**src/design/markup_tag_stripper_macros.svh**
```systemverilog
// Assertion helpers included by the stripper top module.
`ifndef MARKUP_TAG_STRIPPER_MACROS_SVH
`define MARKUP_TAG_STRIPPER_MACROS_SVH

// Same-cycle implication, disabled while reset is high.
`define MKS_ASSERT_NOW(label, clk, rst, ante, cons) \
   label: assert property (@(posedge clk) disable iff (rst) (ante) |-> (cons)) \
      else $error("assertion failed: same-cycle check");

// Next-cycle implication, disabled while reset is high.
`define MKS_ASSERT_NEXT(label, clk, rst, ante, cons) \
   label: assert property (@(posedge clk) disable iff (rst) (ante) |=> (cons)) \
      else $error("assertion failed: next-cycle check");

`endif

```
**src/design/mks_pkg.sv**
```systemverilog
package mks_pkg;

   localparam int WinLen = 8;

   localparam logic [7:0] CharLt    = 8'h3C;
   localparam logic [7:0] CharGt    = 8'h3E;
   localparam logic [7:0] CharSpace = 8'h20;

   localparam logic [47:0] NameScript    = "script";
   localparam logic [39:0] NameStyle     = "style";
   localparam logic [55:0] NameEndScript = "/script";
   localparam logic [47:0] NameEndStyle  = "/style";

   // index 0 is the oldest byte, index WinLen-1 the newest
   typedef logic [WinLen-1:0][7:0] win_type;

   typedef struct packed {
      logic enter;
      logic leave;
   } match_type;

   typedef struct packed {
      logic busy;
      logic full;
   } buf_status_type;

   function automatic logic [7:0] fold_case(input logic [7:0] c);
      if (c >= 8'h41 && c <= 8'h5A) begin
         return c + 8'h20;
      end
      return c;
   endfunction

   function automatic logic is_space_byte(input logic [7:0] c);
      return (c == CharSpace) || (c >= 8'h09 && c <= 8'h0D);
   endfunction

endpackage

```
**src/design/mks_match.sv**
```systemverilog
module mks_match (
   input  mks_pkg::win_type   win,
   output mks_pkg::match_type hit
);
   import mks_pkg::*;

   win_type fold;
   logic    hit_script;
   logic    hit_style;
   logic    hit_end_script;
   logic    hit_end_style;

   always_comb begin
      for (int k = 0; k < WinLen; k++) begin
         fold[k] = fold_case(win[k]);
      end
      hit_script     = (win[1] == CharLt);
      hit_end_style  = (win[1] == CharLt);
      hit_style      = (win[2] == CharLt);
      hit_end_script = (win[0] == CharLt);
      for (int k = 0; k < 6; k++) begin
         hit_script    = hit_script    && (fold[2 + k] == NameScript[8 * (5 - k) +: 8]);
         hit_end_style = hit_end_style && (fold[2 + k] == NameEndStyle[8 * (5 - k) +: 8]);
      end
      for (int k = 0; k < 5; k++) begin
         hit_style = hit_style && (fold[3 + k] == NameStyle[8 * (4 - k) +: 8]);
      end
      for (int k = 0; k < 7; k++) begin
         hit_end_script = hit_end_script && (fold[1 + k] == NameEndScript[8 * (6 - k) +: 8]);
      end
      hit.enter = hit_script || hit_style;
      hit.leave = hit_end_script || hit_end_style;
   end

endmodule

```
**src/design/mks_out_buf.sv**
```systemverilog
module mks_out_buf (
   input  logic                        clock,
   input  logic                        reset,
   input  logic                        in_valid,
   input  logic [7:0]                  in_byte,
   output logic                        out_valid,
   output logic [7:0]                  out_byte,
   input  logic                        out_stall,
   output mks_pkg::buf_status_type     status
);
   import mks_pkg::*;

   logic       main_valid_ff, main_valid_in;
   logic       skid_valid_ff, skid_valid_in;
   logic [7:0] main_ff, main_in;
   logic [7:0] skid_ff, skid_in;
   logic       take;

   assign take = main_valid_ff && !out_stall;

   always_comb begin
      main_valid_in = main_valid_ff;
      skid_valid_in = skid_valid_ff;
      main_in       = main_ff;
      skid_in       = skid_ff;
      if (take && skid_valid_ff) begin
         // promote the parked beat
         main_in       = skid_ff;
         skid_valid_in = 1'b0;
      end else if (take || !main_valid_ff) begin
         main_valid_in = in_valid;
         main_in       = in_byte;
      end else if (in_valid) begin
         // head is stalled: park the new beat
         skid_valid_in = 1'b1;
         skid_in       = in_byte;
      end
   end

   always_ff @(posedge clock) begin
      if (reset) begin
         main_valid_ff <= 1'b0;
         skid_valid_ff <= 1'b0;
      end else begin
         main_valid_ff <= main_valid_in;
         skid_valid_ff <= skid_valid_in;
      end
      main_ff <= main_in;
      skid_ff <= skid_in;
   end

   assign out_valid   = main_valid_ff;
   assign out_byte    = main_ff;
   assign status.busy = main_valid_ff;
   assign status.full = skid_valid_ff;

endmodule

```
**src/design/markup_tag_stripper.sv**
```systemverilog
// Output: a surviving byte is registered in the output buffer before it shows on the result port.
// Throughput: one input beat per cycle, with the two-entry output buffer; input
//   stalls only while both output entries are full.
// Reset: synchronous, active high; clears tag, script and whitespace flags, the
//   eight-byte window and the output buffer.
module markup_tag_stripper (
   input  logic       clock,
   input  logic       reset,
   input  logic       req_valid,
   output logic       req_stall,
   input  logic [7:0] req_text_byte,
   input  logic       req_start_of_text,
   output logic       rsp_valid,
   input  logic       rsp_stall,
   output logic [7:0] rsp_plain_byte
);
   import mks_pkg::*;
   `include "markup_tag_stripper_macros.svh"

   // parser state, advanced once per accepted beat
   logic    tag_ff, tag_in;
   logic    script_ff, script_in;
   logic    prev_ff, prev_in;
   win_type win_ff, win_in;

   // state as seen by this beat, after the start flag is applied
   logic    tag_cur;
   logic    script_cur;
   logic    prev_cur;
   win_type win_cur;

   match_type      hit;
   buf_status_type buf_status;

   logic       accept;
   logic       delim;
   logic       survives;
   logic [7:0] kept;
   logic       emit;
   logic [7:0] emit_byte;

   assign accept = req_valid && !req_stall;

   // start of text wipes everything before this byte is looked at
   always_comb begin
      if (req_start_of_text) begin
         tag_cur    = 1'b0;
         script_cur = 1'b0;
         prev_cur   = 1'b0;
         win_cur    = '0;
      end else begin
         tag_cur    = tag_ff;
         script_cur = script_ff;
         prev_cur   = prev_ff;
         win_cur    = win_ff;
      end
   end

   mks_match u_match (
      .win (win_cur),
      .hit (hit)
   );

   always_comb begin
      delim = (req_text_byte == CharGt) || (req_text_byte == CharSpace);

      // a tag name closed by '>' or space flips script mode first
      script_in = script_cur;
      if (delim && hit.enter) begin
         script_in = 1'b1;
      end
      if (delim && hit.leave) begin
         script_in = 1'b0;
      end

      tag_in   = tag_cur;
      survives = 1'b0;
      kept     = req_text_byte;
      if (req_text_byte == CharLt) begin
         tag_in = 1'b1;
      end else if (req_text_byte == CharGt) begin
         // closing mark turns into a space outside script blocks
         tag_in   = 1'b0;
         survives = !script_in;
         kept     = CharSpace;
      end else begin
         survives = !tag_cur && !script_in;
      end

      // shift the raw byte into the window, oldest drops out
      win_in = {req_text_byte, win_cur[WinLen-1:1]};

      // collapse whitespace runs into a single space
      prev_in   = prev_cur;
      emit      = 1'b0;
      emit_byte = kept;
      if (survives) begin
         if (is_space_byte(kept)) begin
            emit      = !prev_cur;
            emit_byte = CharSpace;
            prev_in   = 1'b1;
         end else begin
            emit    = 1'b1;
            prev_in = 1'b0;
         end
      end
   end

   always_ff @(posedge clock) begin
      if (reset) begin
         tag_ff    <= 1'b0;
         script_ff <= 1'b0;
         prev_ff   <= 1'b0;
         win_ff    <= '0;
      end else if (accept) begin
         tag_ff    <= tag_in;
         script_ff <= script_in;
         prev_ff   <= prev_in;
         win_ff    <= win_in;
      end
   end

   mks_out_buf u_out_buf (
      .clock     (clock),
      .reset     (reset),
      .in_valid  (accept && emit),
      .in_byte   (emit_byte),
      .out_valid (rsp_valid),
      .out_byte  (rsp_plain_byte),
      .out_stall (rsp_stall),
      .status    (buf_status)
   );

   // hold input while the parked entry is occupied
   assign req_stall = buf_status.full;

   `MKS_ASSERT_NOW(a_full_implies_busy, clock, reset, buf_status.full, buf_status.busy)
   `MKS_ASSERT_NEXT(a_lt_opens_tag, clock, reset, accept && (req_text_byte == CharLt), tag_ff)
   `MKS_ASSERT_NEXT(a_gt_closes_tag, clock, reset, accept && (req_text_byte == CharGt), !tag_ff)
   `MKS_ASSERT_NEXT(a_emit_fills_buf, clock, reset, accept && emit, rsp_valid)

endmodule
```
**config.mk**
```make
export PLATFORM = sky130hd
export DESIGN_NAME = markup_tag_stripper
export DESIGN_NICKNAME = d
export VERILOG_FILES = /design/src/design/mks_pkg.sv /design/src/design/mks_match.sv /design/src/design/mks_out_buf.sv /design/src/design/markup_tag_stripper.sv
export VERILOG_INCLUDE_DIRS = /design/src /design/src/design
export SDC_FILE = /design/constraint.sdc
export NUM_CORES = 1
export LEC_CHECK = 0
export ABC_CLOCK_PERIOD_IN_PS = 7200
export BUFFER_PORTS_ARGS = -buffer_cell sky130_fd_sc_hd__buf_2
export CORE_ASPECT_RATIO = 0.5
export CORE_MARGIN = 5
export CORE_UTILIZATION = 55
export DETAILED_ROUTE_END_ITERATION = 7
export PLACE_DENSITY = 0.77
export SETUP_SLACK_MARGIN = 0.3
export SLEW_MARGIN = 20
export SYNTH_ARGS = -nofsm -noshare
export SYNTH_HDL_FRONTEND = slang
export SYNTH_HIERARCHICAL = 1
export SYNTH_SLANG_ARGS = --single-unit
```
**constraint.sdc**
```tcl
create_clock -name clock -period 7.2 [get_ports clock]
set_input_delay 1.44 -clock clock [delete_from_list [all_inputs] [get_ports clock]]
set_output_delay 1.44 -clock clock [all_outputs]
set_load 0.02 [all_outputs]
```
# Word level (Yosys, flattened, before mapping)
# Cells that the tools add are included.
# totals
register_bits	85
input_bits	13
output_inout_bits	10
wordCells	156
# op_classes
addsub	7
order_cmp	16
n_eq_ne	20
muxes	41
bitwise	2
reduce_logical	55
# op_table
op	n
8-bit two-way mux	20
8-bit by 7-bit equality test with 1-bit output (second input constant)	11
8-bit by 6-bit equality test with 1-bit output (second input constant)	9
64-bit two-way mux	1
8-bit by 6-bit adder with 8-bit output (second input constant)	7
8-bit by 7-bit >= comparator with 1-bit output (second input constant)	7
8-bit by 7-bit less-or-equal comparator with 1-bit output (second input constant)	7
1-bit logical AND	39
1-bit two-way mux	20
8-bit by 4-bit >= comparator with 1-bit output (second input constant)	1
8-bit by 4-bit less-or-equal comparator with 1-bit output (second input constant)	1
1-bit logical NOT	6
1-bit logical OR	5
2-bit AND reduction	2
3-bit AND reduction	1
1-bit inverter	2
2-bit nonzero test	1
2-bit OR reduction	1

# Longest topological paths before layout
# logic_depth
word_depth	23
ltp_mapped	15

# By module
# The synthesis kept the hierarchy.
# by_module_without_submodules
module	n_inst	cells_per_inst	area_per_inst_um2	seq_area_each_um2
markup_tag_stripper	1	394	2931.6	1341.3
mks_out_buf	1	37	683.2	520.5
mks_match	1	72	525.5	0.0

# Worst setup path after synthesis
# Ideal clock, no wire load.
# synth_path
path_kind	in2reg
start	in req_start_of_text
end	reg u_out_buf.skid_ff[0] (enable)
arrival_ns	4.074
path_slack_ns	2.756
stages	14
n_path_buf	2
cell_sequence	clkbuf_1 > clkbuf_1 > nor2b_1 > ha_1 > nor4b_1 > a21oi_1 > nor4_1 > nand4_1 > a21oi_1 > a22oi_2 > nor2_1 > o311a_1 > inv_1 > nor2_1
# synth_rtl
item	line_no	rtl
start, declared	markup_tag_stripper.sv:12	input logic req_start_of_text,
end signal, assigned	mks_out_buf.sv:49	skid_ff <= skid_in;
end, declared	mks_out_buf.sv:16	logic [7:0] skid_ff, skid_in;

==> metrics <==
IO buf count=22; routed wire length=8630 um; Remaining Overflow, GRT=0; WHS=0.448 ns; post-cts repair resize count=0; Layout area overhead=10.4%; Setup Skew=0.00958 ns; commonest non-fill, non-tap cell in the layout=nand2_1; crit path buf inv count=3; Sw Share=25.3%; global-route wire length before repair=14,900 um; r2r startpoint=win_ff[13]; Inserted Diodes=0; drt drc=0; largest net degree at the start of global routing=71; I/O pin cnt=23; RSZ-0062 raised after global routing=no; CTS clk-pin slew, worst paths=0.06 ns; drt wl/cell=14.2 um; initial drt markers=348; Worst Path Class, Setup=input port to flop; vias in the first global route=3,055; Cell Area, Placed=0.00428 mm2; Hold/Removal Path Class=flop to flop; Tot GR Track Use=19.2%; crit-path cells=buf_2 > buf_4 > nor2b_1 > ha_1 > nor4b_1 > a21oi_1 > nor4_1 > nand4_1 > a21oi_1 > a22oi_2 > nor2_1 > o311a_1 > inv_1 > nor2_1; crit share post-route=67.8%; R2R Path End=u_out_buf/skid_ff[6]; Worst Reg-to-Reg Cells=12; design area=0.00456 mm2; mean area per synthesized cell=8.23 um2; Crit Path Max Fanout=39; CTS max path bufs=2; Placer Congestion=0.767; Setup Viol. Count Final=0; Power Dens Cells=221 mW/mm2; first-pass iteration count of the detailed router=4; Final Non-Filler Cells=608; slew margin rel.=50.7%; maximum level of the CTS H-tree=3; r2r setup slk=3.91 ns; count of final hold-check violations=0; CTS Sinks=85; Chip Width=133 um; CP Launch Type=input port; Crit path largest cell delay=0.53 ns; Ys Warns=6; antenna violations before repair=0; Crit. path cell count=14; Placed Cells=592; Initial Util=56.4%; routed vias=3,338; die outline height=71.3 um; most frequent cells in the layout=nand2_1, a21oi_1, dfxtp_1; drt via density=5.49; Flop pwr share=49.7%; Clk network pwr share=43.3%; ANT nets after route=0; hold depth=2; crit path to=u_out_buf/skid_ff[6]; Arr. time, crit path=4.86 ns; switching pwr=254 uW; Worst VDD drop=0.000121 V; Final Core Density=62.3%; total setup buffers inserted after CTS=0; Syn Inst Count=502; CP required=7.18 ns; nature of the critical path endpoint=flop; Leakage=0.00157 uW; FP Rows=22; # Max-Cap Violations=0; maximum clock frequency=205 MHz; detailed placement HPWL=5520 um; post-synth net total=522; Inserted Clock Buffers=9; Final #Nets=527; Int Power=752 uW; fin. max-slew vios=0; root buffer cell=clkbuf_16; Die Area=0.00945 mm2; CTS tree=yes; status=finished, final reports clean; Combinational Power Share=7.1%; Hold Buf Count CTS=0; Slowest-stage cell, CP=buf_2; crit-path leading delay family=simple AND/OR/NAND/NOR gates; Mapped Area=0.00413 mm2; Min Clock Period, post-route=4.88 ns; crit path from=req_start_of_text; Core Region=0.00732 mm2; share of layout cells above drive strength 1=11.5%; clk_lat worst skew=0.34 ns; Worst Tran Pin Value=0.739 ns; setup TNS=0 ns
==> worst register-to-register path: cells and delay by family, from the launching register on <==
kind | cells | cell delay [ns]
adders and majority gates | 1 | 0.29
DFF | 1 | 0.32
and+or+nand+nor | 6 | 1.61
AOI/OAI and AO/OA | 4 | 0.65
buffers and inverters | 1 | 0.06
==> per-stage QoR <==
step	power [uW]	setup slack [ns]
after global routing	1040	1.90
after floorplan	559	2.76
after detailed placement	581	1.98
after CTS	1010	2.31
final	1010	2.32
after global placement	580	2.08
==> worst min-delay path by stage <==
stage / startpoint / to
final: win_ff[36] / win_ff[36]
after global routing: win_ff[21] / win_ff[21]
after floorplan: win_ff[0] / win_ff[0]
after CTS: win_ff[21] / win_ff[21]
after global placement: win_ff[20] / win_ff[20]
after detailed placement: win_ff[21] / win_ff[21]
==> state kept, by name, indices dropped and copies added, names as in the netlist <==
signal,flops
win_ff,64
u_out_buf/out_byte,8
u_out_buf/skid_ff,8
prev_ff,1
script_ff,1
tag_ff,1
u_out_buf/out_valid,1
u_out_buf/skid_valid_ff,1
==> routing by layer <==
metal / up-vias / wire [um] / GRT usage [%]
li1: 1714 / - / -
met4: 0 / 70 / 4.84
met2: 60 / 3850 / 28.9
met1: 1555 / 4300 / 27.0
met5: - / 0 / 0
met3: 9 / 408 / 6.03
==> power by group through the flow <==
stage	clock network [uW]	registers [uW]	logic, uW
5_1_grt	466	500	77.7
3_3_place_gp	0	510	70.0
2_1_floorplan	0	515	44.5
4_1_cts	444	499	71.1
3_5_place_dp	0	510	70.5
6_report	436	500	71.0
==> final cells by class <==
class,count,area [um2]
flip-flops and latches,85,1860
inverters,7,26.3
clock inverters,7,60.1
well taps,96,120
multi-input cells,378,2130
clock buffers,9,225
repair buffers,26,140
fillers,642,2760
(Power assumes the default switching activity.)
